==> config.mk <==
export PLATFORM = sky130hd
export DESIGN_NAME = masked_bitmap_blit_top_flat
export DESIGN_NICKNAME = d
export VERILOG_FILES = /design/src/rtl/mbb_pkg.sv /design/src/rtl/mbb_pix_if.sv /design/src/rtl/mbb_wr_if.sv /design/src/rtl/masked_bitmap_blit_top.sv /design/src/rtl/mbb_front.sv /design/src/rtl/mbb_queue.sv /design/src/rtl/mbb_back.sv /design/src/flat_wrapper.sv
export SDC_FILE = /design/constraint.sdc
export NUM_CORES = 2
export LEC_CHECK = 0
export BUFFER_PORTS_ARGS = -buffer_cell sky130_fd_sc_hd__clkbuf_2
export CAP_MARGIN = 10
export CORE_MARGIN = 2
export CORE_UTILIZATION = 35
export DETAILED_ROUTE_END_ITERATION = 6
export SYNTH_ARGS = -nofsm -noshare
export SYNTH_HDL_FRONTEND = slang
export SYNTH_SLANG_ARGS = --single-unit
==> constraint.sdc <==
create_clock -name i_clk -period 7.55 [get_ports i_clk]
set_input_delay 2.265 -clock i_clk [delete_from_list [all_inputs] [get_ports i_clk]]
set_output_delay 2.265 -clock i_clk [all_outputs]
set_load 0.01 [all_outputs]
==> src/rtl/mbb_pkg.sv <==
// Shared types, register indexes and codes for the masked bitmap blit.
package mbb_pkg;

    localparam int MAX_DIM = 4096;
    localparam int DIM_W   = $clog2(MAX_DIM + 1);
    localparam int CNT_W   = $clog2(MAX_DIM);
    localparam int QUEUE_DEPTH = 2;

    typedef enum logic [2:0] {
        REG_FRAME_BASE        = 3'd0,
        REG_DEST_PITCH        = 3'd1,
        REG_PIXEL_FORMAT      = 3'd2,
        REG_PLACEMENT         = 3'd3,
        REG_RECT_LEFT_TOP     = 3'd4,
        REG_RECT_RIGHT_BOTTOM = 3'd5,
        REG_IMAGE_WIDTH       = 3'd6,
        REG_IMAGE_HEIGHT      = 3'd7
    } t_reg_idx;

    typedef enum logic [1:0] {
        ST_WRITTEN = 2'd0,
        ST_MASKED  = 2'd1,
        ST_OOB     = 2'd2,
        ST_UNSUP   = 2'd3
    } t_status;

    localparam logic [1:0] FMT_PAL8  = 2'd0;
    localparam logic [1:0] FMT_RGB32 = 2'd1;

    localparam logic [1:0] BC_NONE = 2'd0;
    localparam logic [1:0] BC_PAL8 = 2'd1;
    localparam logic [1:0] BC_RGB  = 2'd3;

    typedef struct packed {
        logic [31:0] frame_base;
        logic [17:0] dest_pitch;
        logic [1:0]  pixel_format;
        logic [31:0] placement;
        logic [31:0] rect_left_top;
        logic [31:0] rect_right_bottom;
        logic [12:0] image_width;
        logic [12:0] image_height;
    } t_cfg;

    // Classified pixel handed from the front end to the back end.
    typedef struct packed {
        logic [23:0]      data;
        logic [1:0]       count;
        t_status          status;
        logic             last;
        logic             col0;
        logic [CNT_W-1:0] col;
        logic [CNT_W-1:0] row;
    } t_cmd;

    // Scale a byte offset by the pixel size of the format.
    function automatic logic [31:0] scale_bpp(input logic [31:0] v, input logic [1:0] fmt);
        return (fmt == FMT_RGB32) ? {v[29:0], 2'b00} : v;
    endfunction

endpackage

==> src/rtl/mbb_pix_if.sv <==
// Source pixel channel: valid/ready with one pixel per beat.
interface mbb_pix_if;
    logic       valid;
    logic       ready;
    logic [7:0] palette_index;
    logic [7:0] red;
    logic [7:0] green;
    logic [7:0] blue;
    logic       mask_bit;

    modport source (output valid, palette_index, red, green, blue, mask_bit, input ready);
    modport sink   (input valid, palette_index, red, green, blue, mask_bit, output ready);
endinterface

==> src/rtl/mbb_wr_if.sv <==
// Write descriptor channel: valid/ready with one descriptor per beat.
interface mbb_wr_if;
    logic        valid;
    logic        ready;
    logic [31:0] write_address;
    logic [23:0] write_data;
    logic [1:0]  byte_count;
    logic [1:0]  status;
    logic        last_pixel;

    modport source (output valid, write_address, write_data, byte_count, status, last_pixel,
                    input ready);
    modport sink   (input valid, write_address, write_data, byte_count, status, last_pixel,
                    output ready);
endinterface

==> src/rtl/masked_bitmap_blit_top.sv <==
// Top level of the masked bitmap blit: register file, front end, queue, back end.
//
// Takes a raster-order pixel stream and emits one write descriptor per pixel,
// in order, at a sustained rate of one pixel per clock while the receiver
// keeps ready high. The front end keeps the column and row counters and
// classifies each pixel (written, masked, out of bounds, unsupported format)
// against the live registers; a two-entry queue decouples it from the back
// end, a four-stage pipeline that forms the byte address: offsets, one 32x18
// multiply of the destination row by the pitch, the row start add, then the
// column add into the output register. The row start is taken at the first
// pixel of each row and held for that row. Widths and heights above 4096
// saturate to 4096; a zero width or height gives an out-of-bounds,
// last-pixel descriptor for every pixel.
// Write registers only while no pixel is in flight; writes leave the
// counters untouched.
module masked_bitmap_blit_top (
    input  logic        i_clk,
    input  logic        i_rst_n,
    input  logic        i_cfg_we,
    input  logic [2:0]  i_cfg_idx,
    input  logic [31:0] i_cfg_data,
    mbb_pix_if.sink     i_pix,
    mbb_wr_if.source    o_wr
);
    import mbb_pkg::*;

    t_cfg r_cfg;
    logic q_ready, q_push, q_valid, q_pop;
    t_cmd push_cmd, pop_cmd;

    // Register file: one write per beat of the configuration port.
    always_ff @(posedge i_clk) begin
        if (!i_rst_n) begin
            r_cfg <= '0;
        end else if (i_cfg_we) begin
            case (t_reg_idx'(i_cfg_idx))
                REG_FRAME_BASE:        r_cfg.frame_base        <= i_cfg_data;
                REG_DEST_PITCH:        r_cfg.dest_pitch        <= i_cfg_data[17:0];
                REG_PIXEL_FORMAT:      r_cfg.pixel_format      <= i_cfg_data[1:0];
                REG_PLACEMENT:         r_cfg.placement         <= i_cfg_data;
                REG_RECT_LEFT_TOP:     r_cfg.rect_left_top     <= i_cfg_data;
                REG_RECT_RIGHT_BOTTOM: r_cfg.rect_right_bottom <= i_cfg_data;
                REG_IMAGE_WIDTH:       r_cfg.image_width       <= i_cfg_data[12:0];
                REG_IMAGE_HEIGHT:      r_cfg.image_height      <= i_cfg_data[12:0];
                default: begin
                    r_cfg <= r_cfg;
                end
            endcase
        end
    end

    // Classify and count pixels; stall only when the queue is full.
    mbb_front u_front (
        .i_clk     (i_clk),
        .i_rst_n   (i_rst_n),
        .i_cfg     (r_cfg),
        .i_pix     (i_pix),
        .i_q_ready (q_ready),
        .o_q_push  (q_push),
        .o_q_cmd   (push_cmd)
    );

    mbb_queue u_queue (
        .i_clk   (i_clk),
        .i_rst_n (i_rst_n),
        .i_push  (q_push),
        .i_cmd   (push_cmd),
        .o_ready (q_ready),
        .o_valid (q_valid),
        .i_pop   (q_pop),
        .o_cmd   (pop_cmd)
    );

    // Form addresses and hold each descriptor until its beat is taken.
    mbb_back u_back (
        .i_clk     (i_clk),
        .i_rst_n   (i_rst_n),
        .i_cfg     (r_cfg),
        .i_q_valid (q_valid),
        .i_q_cmd   (pop_cmd),
        .o_q_pop   (q_pop),
        .o_wr      (o_wr)
    );

endmodule

==> src/rtl/mbb_front.sv <==
// Front end: raster counters, bounds and format checks, pixel classification.
module mbb_front (
    input  logic           i_clk,
    input  logic           i_rst_n,
    input  mbb_pkg::t_cfg  i_cfg,
    mbb_pix_if.sink        i_pix,
    input  logic           i_q_ready,
    output logic           o_q_push,
    output mbb_pkg::t_cmd  o_q_cmd
);
    import mbb_pkg::*;

    logic [CNT_W-1:0] r_col, n_col;
    logic [CNT_W-1:0] r_row, n_row;

    logic [DIM_W-1:0] w, h;
    logic             empty;
    logic             oob;
    logic [18:0]      x_end, y_end;
    logic             col_end, row_end;
    t_status          status;

    always_comb begin
        w = (i_cfg.image_width  > DIM_W'(MAX_DIM)) ? DIM_W'(MAX_DIM) : i_cfg.image_width;
        h = (i_cfg.image_height > DIM_W'(MAX_DIM)) ? DIM_W'(MAX_DIM) : i_cfg.image_height;
        empty = (w == '0) || (h == '0);

        x_end = {{3{i_cfg.placement[15]}}, i_cfg.placement[15:0]} + 19'(w);
        y_end = {{3{i_cfg.placement[31]}}, i_cfg.placement[31:16]} + 19'(h);
        oob = i_cfg.placement[15] || i_cfg.placement[31]
            || ($signed(x_end) > $signed({{3{i_cfg.rect_right_bottom[15]}},
                                          i_cfg.rect_right_bottom[15:0]}))
            || ($signed(y_end) > $signed({{3{i_cfg.rect_right_bottom[31]}},
                                          i_cfg.rect_right_bottom[31:16]}));

        if (oob || empty) begin
            status = ST_OOB;
        end else if (i_cfg.pixel_format > FMT_RGB32) begin
            status = ST_UNSUP;
        end else if (!i_pix.mask_bit) begin
            status = ST_MASKED;
        end else begin
            status = ST_WRITTEN;
        end

        col_end = ({1'b0, r_col} + DIM_W'(1)) >= w;
        row_end = ({1'b0, r_row} + DIM_W'(1)) >= h;

        o_q_cmd.status = status;
        o_q_cmd.col    = r_col;
        o_q_cmd.row    = r_row;
        o_q_cmd.col0   = !empty && (r_col == '0);
        o_q_cmd.data   = '0;
        o_q_cmd.count  = BC_NONE;
        if (status == ST_WRITTEN) begin
            if (i_cfg.pixel_format == FMT_PAL8) begin
                o_q_cmd.data  = {16'h0000, i_pix.palette_index};
                o_q_cmd.count = BC_PAL8;
            end else begin
                o_q_cmd.data  = {i_pix.blue, i_pix.green, i_pix.red};
                o_q_cmd.count = BC_RGB;
            end
        end

        // Advance the raster position; wrap at row and image end.
        n_col = r_col;
        n_row = r_row;
        o_q_cmd.last = 1'b0;
        if (empty) begin
            n_col = '0;
            n_row = '0;
            o_q_cmd.last = 1'b1;
        end else if (col_end) begin
            n_col = '0;
            if (row_end) begin
                n_row = '0;
                o_q_cmd.last = 1'b1;
            end else begin
                n_row = r_row + CNT_W'(1);
            end
        end else begin
            n_col = r_col + CNT_W'(1);
        end
    end

    assign i_pix.ready = i_q_ready;
    assign o_q_push    = i_pix.valid && i_q_ready;

    always_ff @(posedge i_clk) begin
        if (!i_rst_n) begin
            r_col <= '0;
            r_row <= '0;
        end else if (o_q_push) begin
            r_col <= n_col;
            r_row <= n_row;
        end
    end

endmodule

==> src/rtl/mbb_queue.sv <==
// Short command queue between front and back end.
module mbb_queue (
    input  logic          i_clk,
    input  logic          i_rst_n,
    input  logic          i_push,
    input  mbb_pkg::t_cmd i_cmd,
    output logic          o_ready,
    output logic          o_valid,
    input  logic          i_pop,
    output mbb_pkg::t_cmd o_cmd
);
    import mbb_pkg::*;

    localparam int PTR_W = (QUEUE_DEPTH > 1) ? $clog2(QUEUE_DEPTH) : 1;
    localparam int CNT_QW = $clog2(QUEUE_DEPTH + 1);

    t_cmd              r_mem [QUEUE_DEPTH];
    logic [PTR_W-1:0]  r_wr_ptr, r_rd_ptr;
    logic [CNT_QW-1:0] r_count;
    logic              do_push, do_pop;

    assign o_ready = (r_count != CNT_QW'(QUEUE_DEPTH));
    assign o_valid = (r_count != '0);
    assign o_cmd   = r_mem[r_rd_ptr];
    assign do_push = i_push && o_ready;
    assign do_pop  = i_pop && o_valid;

    always_ff @(posedge i_clk) begin
        if (do_push) begin
            r_mem[r_wr_ptr] <= i_cmd;
        end
    end

    always_ff @(posedge i_clk) begin
        if (!i_rst_n) begin
            r_wr_ptr <= '0;
            r_rd_ptr <= '0;
            r_count  <= '0;
        end else begin
            if (do_push) begin
                r_wr_ptr <= (r_wr_ptr == PTR_W'(QUEUE_DEPTH - 1)) ? '0 : r_wr_ptr + PTR_W'(1);
            end
            if (do_pop) begin
                r_rd_ptr <= (r_rd_ptr == PTR_W'(QUEUE_DEPTH - 1)) ? '0 : r_rd_ptr + PTR_W'(1);
            end
            if (do_push && !do_pop) begin
                r_count <= r_count + CNT_QW'(1);
            end else if (do_pop && !do_push) begin
                r_count <= r_count - CNT_QW'(1);
            end
        end
    end

endmodule

==> src/rtl/mbb_back.sv <==
// Back end: four-stage address pipeline ending in the output register.
module mbb_back (
    input  logic          i_clk,
    input  logic          i_rst_n,
    input  mbb_pkg::t_cfg i_cfg,
    input  logic          i_q_valid,
    input  mbb_pkg::t_cmd i_q_cmd,
    output logic          o_q_pop,
    mbb_wr_if.source      o_wr
);
    import mbb_pkg::*;

    logic        r_v1, r_v2, r_v3, r_v4;
    t_cmd        r_c1, r_c2, r_c3;
    logic [31:0] r_yrow1, r_xbase1;
    logic [31:0] r_prod2, r_xbase2;
    logic [31:0] r_rs3;
    logic [31:0] r_row_start;

    logic [31:0] r_addr;
    logic [23:0] r_data;
    logic [1:0]  r_count;
    t_status     r_status;
    logic        r_last;

    logic        rdy1, rdy2, rdy3, rdy4;
    logic [31:0] xoff, yoff, rs, col_off;

    assign rdy4 = !r_v4 || o_wr.ready;
    assign rdy3 = !r_v3 || rdy4;
    assign rdy2 = !r_v2 || rdy3;
    assign rdy1 = !r_v1 || rdy2;
    assign o_q_pop = i_q_valid && rdy1;

    always_comb begin
        xoff = {{16{i_cfg.placement[15]}}, i_cfg.placement[15:0]}
             - {{16{i_cfg.rect_left_top[15]}}, i_cfg.rect_left_top[15:0]};
        yoff = {{16{i_cfg.placement[31]}}, i_cfg.placement[31:16]}
             - {{16{i_cfg.rect_left_top[31]}}, i_cfg.rect_left_top[31:16]};
        rs = r_c2.col0 ? (r_xbase2 + r_prod2) : r_row_start;
        col_off = scale_bpp(32'(r_c3.col), i_cfg.pixel_format);
    end

    // Valid bits of the stages.
    always_ff @(posedge i_clk) begin
        if (!i_rst_n) begin
            r_v1 <= 1'b0;
            r_v2 <= 1'b0;
            r_v3 <= 1'b0;
            r_v4 <= 1'b0;
            r_row_start <= '0;
        end else begin
            if (rdy1) r_v1 <= i_q_valid;
            if (rdy2) r_v2 <= r_v1;
            if (rdy3) r_v3 <= r_v2;
            if (rdy4) r_v4 <= r_v3;
            // Latch the row start when the first pixel of a row passes.
            if (rdy3 && r_v2 && r_c2.col0) r_row_start <= rs;
        end
    end

    always_ff @(posedge i_clk) begin
        if (rdy1 && i_q_valid) begin
            r_c1     <= i_q_cmd;
            r_yrow1  <= yoff + 32'(i_q_cmd.row);
            r_xbase1 <= i_cfg.frame_base + scale_bpp(xoff, i_cfg.pixel_format);
        end
        if (rdy2 && r_v1) begin
            r_c2     <= r_c1;
            r_prod2  <= 32'(r_yrow1 * {14'b0, i_cfg.dest_pitch});
            r_xbase2 <= r_xbase1;
        end
        if (rdy3 && r_v2) begin
            r_c3  <= r_c2;
            r_rs3 <= rs;
        end
        if (rdy4 && r_v3) begin
            r_addr   <= (r_c3.status == ST_WRITTEN) ? (r_rs3 + col_off) : '0;
            r_data   <= r_c3.data;
            r_count  <= r_c3.count;
            r_status <= r_c3.status;
            r_last   <= r_c3.last;
        end
    end

    assign o_wr.valid         = r_v4;
    assign o_wr.write_address = r_addr;
    assign o_wr.write_data    = r_data;
    assign o_wr.byte_count    = r_count;
    assign o_wr.status        = r_status;
    assign o_wr.last_pixel    = r_last;

endmodule

==> src/flat_wrapper.sv <==
// flat-port wrapper written by rule: the top's interface ports become plain ports
module masked_bitmap_blit_top_flat import mbb_pkg::*;
  (i_clk, i_rst_n, i_cfg_we, i_cfg_idx, i_cfg_data, i_pix_valid, i_pix_palette_index, i_pix_red, i_pix_green, i_pix_blue, i_pix_mask_bit, i_pix_ready, o_wr_valid, o_wr_write_address, o_wr_write_data, o_wr_byte_count, o_wr_status, o_wr_last_pixel, o_wr_ready);
  mbb_pix_if i_pix_i ();
  mbb_wr_if o_wr_i ();
  input  logic i_clk;
  input  logic i_rst_n;
  input  logic i_cfg_we;
  input  logic [2:0] i_cfg_idx;
  input  logic [31:0] i_cfg_data;
  input wire logic [$bits(i_pix_i.valid)-1:0] i_pix_valid;
  input wire logic [$bits(i_pix_i.palette_index)-1:0] i_pix_palette_index;
  input wire logic [$bits(i_pix_i.red)-1:0] i_pix_red;
  input wire logic [$bits(i_pix_i.green)-1:0] i_pix_green;
  input wire logic [$bits(i_pix_i.blue)-1:0] i_pix_blue;
  input wire logic [$bits(i_pix_i.mask_bit)-1:0] i_pix_mask_bit;
  output wire logic [$bits(i_pix_i.ready)-1:0] i_pix_ready;
  output wire logic [$bits(o_wr_i.valid)-1:0] o_wr_valid;
  output wire logic [$bits(o_wr_i.write_address)-1:0] o_wr_write_address;
  output wire logic [$bits(o_wr_i.write_data)-1:0] o_wr_write_data;
  output wire logic [$bits(o_wr_i.byte_count)-1:0] o_wr_byte_count;
  output wire logic [$bits(o_wr_i.status)-1:0] o_wr_status;
  output wire logic [$bits(o_wr_i.last_pixel)-1:0] o_wr_last_pixel;
  input wire logic [$bits(o_wr_i.ready)-1:0] o_wr_ready;
  assign i_pix_i.valid = i_pix_valid;
  assign i_pix_i.palette_index = i_pix_palette_index;
  assign i_pix_i.red = i_pix_red;
  assign i_pix_i.green = i_pix_green;
  assign i_pix_i.blue = i_pix_blue;
  assign i_pix_i.mask_bit = i_pix_mask_bit;
  assign i_pix_ready = i_pix_i.ready;
  assign o_wr_valid = o_wr_i.valid;
  assign o_wr_write_address = o_wr_i.write_address;
  assign o_wr_write_data = o_wr_i.write_data;
  assign o_wr_byte_count = o_wr_i.byte_count;
  assign o_wr_status = o_wr_i.status;
  assign o_wr_last_pixel = o_wr_i.last_pixel;
  assign o_wr_i.ready = o_wr_ready;
  masked_bitmap_blit_top u_core (.i_clk(i_clk), .i_rst_n(i_rst_n), .i_cfg_we(i_cfg_we), .i_cfg_idx(i_cfg_idx), .i_cfg_data(i_cfg_data), .i_pix(i_pix_i), .o_wr(o_wr_i));
endmodule
==> impl_metrics.json <==
{
  "status": "finished clean",
  "die_y_um": 359,
  "switchingPower_mw": 4.19,
  "path_buf_inv": 3,
  "tritoncts": "done",
  "post-place-ws_ns": 0.867,
  "maxSlewViolCount": 0,
  "grt-ovfl-total": 0,
  "antenna_cells": 0,
  "coreArea_mm2": 0.125,
  "path_cells": "nand2_1 -> fa_1 -> inv_1 -> fa_1 -> fa_1 -> fa_1 -> inv_1 -> fa_1 -> inv_1 -> fa_1 -> ha_1 -> o21a_1 -> o21ai_0 -> or3_1 -> a211oi_1 -> o311ai_1 -> o21ai_0 -> o41ai_1 -> xnor2_1",
  "num_rows": 130,
  "pwr-share-seq_pct": 42.3,
  "finalCritPeriodShare_pct": 89.6,
  "finClkSkew_ns": 0.0320,
  "ir_worst_vdd_v": 0.000205,
  "place_congestion": 0.869,
  "port_buffers": 135,
  "whs_path_depth": 0,
  "synth-async-reset-ratio_pct": 0,
  "insertion_delay_ns": 0.65,
  "dieArea_mm2": 0.129,
  "sw_frac_of_total_pct": 33.0,
  "path_max_fanout": 18,
  "crit_required_ns": 7.91,
  "clkPwrFrac_pct": 29.8,
  "p_comb_share_pct": 27.9,
  "drc_errors": 0,
  "start_util_pct": 35.1,
  "vias": 29900,
  "cts_resized": 0,
  "max_cap_violations": 0,
  "cts_sinks": 679,
  "p_int_mw": 8.49,
  "worst_path_max_delay_cell": "edfxtp_1",
  "clock-root-buffer": "clkbuf_16",
  "antenna_found_initial": 2,
  "grt_first_pass_wirelength_um": 167000,
  "cp-end-kind": "flop",
  "hold_violations": 0,
  "cts_buffer_depth": 3,
  "postCtsSetupRepairBufs": 0,
  "leakage_nw": 19.6,
  "min_from": "u_core.u_back.r_c3[45]$_DFFE_PP_",
  "synth_edf_count": 440,
  "r2r_cells": 19,
  "setup.worst_path.start": "u_core.u_back.r_yrow1[8]$_DFFE_PP_",
  "ys.flop_type": "edfxtp_1",
  "synth_area_leaders": "edfxtp_1 30%, fa_1 14%, dfxtp_1 11%",
  "grt_usage_pct": 16.5,
  "antenna_left": 0,
  "cts.clk_slew.worst_paths_ns": 0.06,
  "netlist_area_mm2": 0.0440,
  "holdBufCountCts": 0,
  "reg2reg_slack_ns": 0.78,
  "grt_pass1_vias": 29800,
  "ys_warn_count": 0,
  "tightest_slew_ns": 1.16,
  "power_density_mw_per_mm2": 259,
  "syn_inst": 4312,
  "cts_buffers": 75,
  "synth_top_area_share_pct": 30.0,
  "viasPerCell": 4.91,
  "worst_setup_path_start_kind": "flop",
  "ys_seq_area_share_pct": 40.9,
  "r2r-start": "u_core.u_back.r_yrow1[8]$_DFFE_PP_",
  "critPathArrivalTime_ns": 7.12,
  "drive_gt1_share_pct": 8.72,
  "critical-path-max-stage-delay_ns": 0.85,
  "firstDrtPassIters": 5,
  "crit_type": "reg2reg",
  "clock.fmax_ghz": 0.148,
  "crit_family": "adder cells",
  "die_width_um": 359,
  "synth_top_area_cell": "edfxtp_1",
  "fin_tns_setup_ns": 0,
  "timing.rr.end": "u_core.u_back.r_prod2[31]$_DFFE_PP_",
  "layout.nets": 5044,
  "synth.avg_cell_area_um2": 10.2,
  "final_cell_mix": "764 x nand2_1, 505 x inv_1, 440 x edfxtp_1",
  "finalCriticalPeriod_ns": 6.77,
  "routedWlPerCell_um": 17.4,
  "ys_ff_latch": 679,
  "slew_headroom_pct": 22.7,
  "drt_iter0_drc": 1950,
  "syn_to_final_growth_pct": 11.3,
  "cp_common_cell": "fa_1",
  "rsz0062_at_grt": "false",
  "syn_nets": 4970,
  "drt_wl_total_um": 106000,
  "setup_viol": 0,
  "hpwl_um": 79700,
  "synth_cell_types": 81,
  "pin_count": 136,
  "fin_ws_ns": 0.784,
  "htree_num_levels": 3,
  "hp-class": "reg2reg",
  "grt_max_degree": 135,
  "holdPathEnd": "u_core.u_back.o_wr.write_data[15]$_DFFE_PP_",
  "final_common_cell": "nand2_1"
}
==> per-layer routing <==
layer / global-route usage (%) / share of wire, % / up-vias
met5: 0 / 0 / -
met4: 5.33 / 2.9 / 0
met3: 2.31 / 4.6 / 172
met2: 26.3 / 45 / 658
met1: 23.2 / 47 / 14500
li1: - / - / 14600
==> state kept, by name, indices dropped and copies added, names as in the netlist, 24 cells and up, named ones only <==
signal,count
u_core.u_back.r_prod2,32
u_core.r_cfg,174
u_core.u_back.r_xbase1,32
u_core.u_back.r_rs3,32
u_core.u_back.r_row_start,32
u_core.u_queue.r_mem,108
u_core.u_back.r_xbase2,32
u_core.u_back.r_c3,41
u_core.u_back.r_c2,42
u_core.u_back.o_wr.write_address,32
u_core.u_back.r_c1,42
u_core.u_back.o_wr.write_data,24
==> per-stage QoR <==
step / hold slack [ns] / instances / area (um^2) / util (%) / power [mW]
final: 0.413 / 6098 / 49000 / 39.1 / 12.7
after global routing: 0.420 / 6098 / 49000 / 39.1 / 13.4
after CTS: 0.413 / 6098 / 49000 / 39.1 / 12.8
after detailed placement: 0.405 / 5959 / 46400 / 37.1 / 8.99
after global placement: 0.400 / 5959 / 46400 / 37.1 / 8.93
after floorplan: 0.400 / 4312 / 44000 / - / 7.84
==> power groups by stage <==
| stage | Sequential (mW) | Clock, mW | Combinational, mW |
|---|---|---|---|
| after floorplan | 5.13 | 0 | 2.71 |
| after global placement | 5.41 | 0 | 3.52 |
| after detailed placement | 5.43 | 0 | 3.55 |
| after CTS | 5.36 | 3.87 | 3.58 |
| after global routing | 5.43 | 4.01 | 3.99 |
| final | 5.36 | 3.78 | 3.54 |
==> worst reg2reg max path: cells and delay by family, from the launching register on <==
kind | cells | cell delay (ns)
adder cells (fa/ha/maj) | 7 | 3.34
buffers and inverters | 3 | 0.15
XOR/XNOR | 1 | 0.11
AND/OR/NAND/NOR | 2 | 0.39
flip-flops | 1 | 0.85
AO/OA/AOI/OAI | 6 | 1.67
==> cell usage after synthesis, types with 12 or more instances <==
library cell,instances
nand2_1,764
inv_1,506
edfxtp_1,440
fa_1,314
ha_1,271
dfxtp_1,239
a21boi_0,209
clkbuf_1,168
nor2_1,167
a21oi_1,137
and2_1,127
xnor2_1,126
o21ai_0,85
nand3_1,72
mux2_2,67
nor3_1,64
a21o_1,55
xor2_1,53
o21a_1,40
nor2b_1,39
nand4_1,37
and3_1,30
mux2i_1,28
nand2b_1,20
o21bai_1,17
a31oi_1,14
a211oi_1,13
o211ai_1,13
or2_2,13
or3_1,13
nor4_1,12
==> cells by family (layout without fill, tap and decap cells) <==
kind of cell	Yosys count	in the layout	share of synthesized area, %
and+or+nand+nor	1404	1404	14.5
buffers and inverters	681	817	5.82
muxes	96	96	2.39
xor gates and xnor gates	179	179	3.56
AOI/OAI and AO/OA	688	688	10.8
DFF	679	679	40.9
adders and majority gates	585	585	22.0
==> how the worst max path moves through the flow <==
stage | endpoint | slack [ns] | cells after the start
after floorplan | u_core.u_back.r_prod2[31]$_DFFE_PP_ | 1.45 | 23
final | u_core.u_back.r_prod2[31]$_DFFE_PP_ | 0.78 | 19
after detailed placement | u_core.u_back.r_prod2[31]$_DFFE_PP_ | 0.87 | 20
after global placement | u_core.u_back.r_prod2[31]$_DFFE_PP_ | 0.97 | 21
after global routing | u_core.u_back.r_prod2[31]$_DFFE_PP_ | 0.49 | 21
after CTS | u_core.u_back.r_prod2[31]$_DFFE_PP_ | 0.87 | 20
==> final cells by class <==
type	count	area, um^2
Multi-Input combinational cell	2952	23500
Timing Repair Buffer	170	970
Clock inverter	41	504
Fill cell	12200	76300
Sequential cell	679	18000
Tap cell	1650	2060
Clock buffer	98	2040
Inverter	508	1910
No activity file was read; power rests on OpenSTA's default activity.
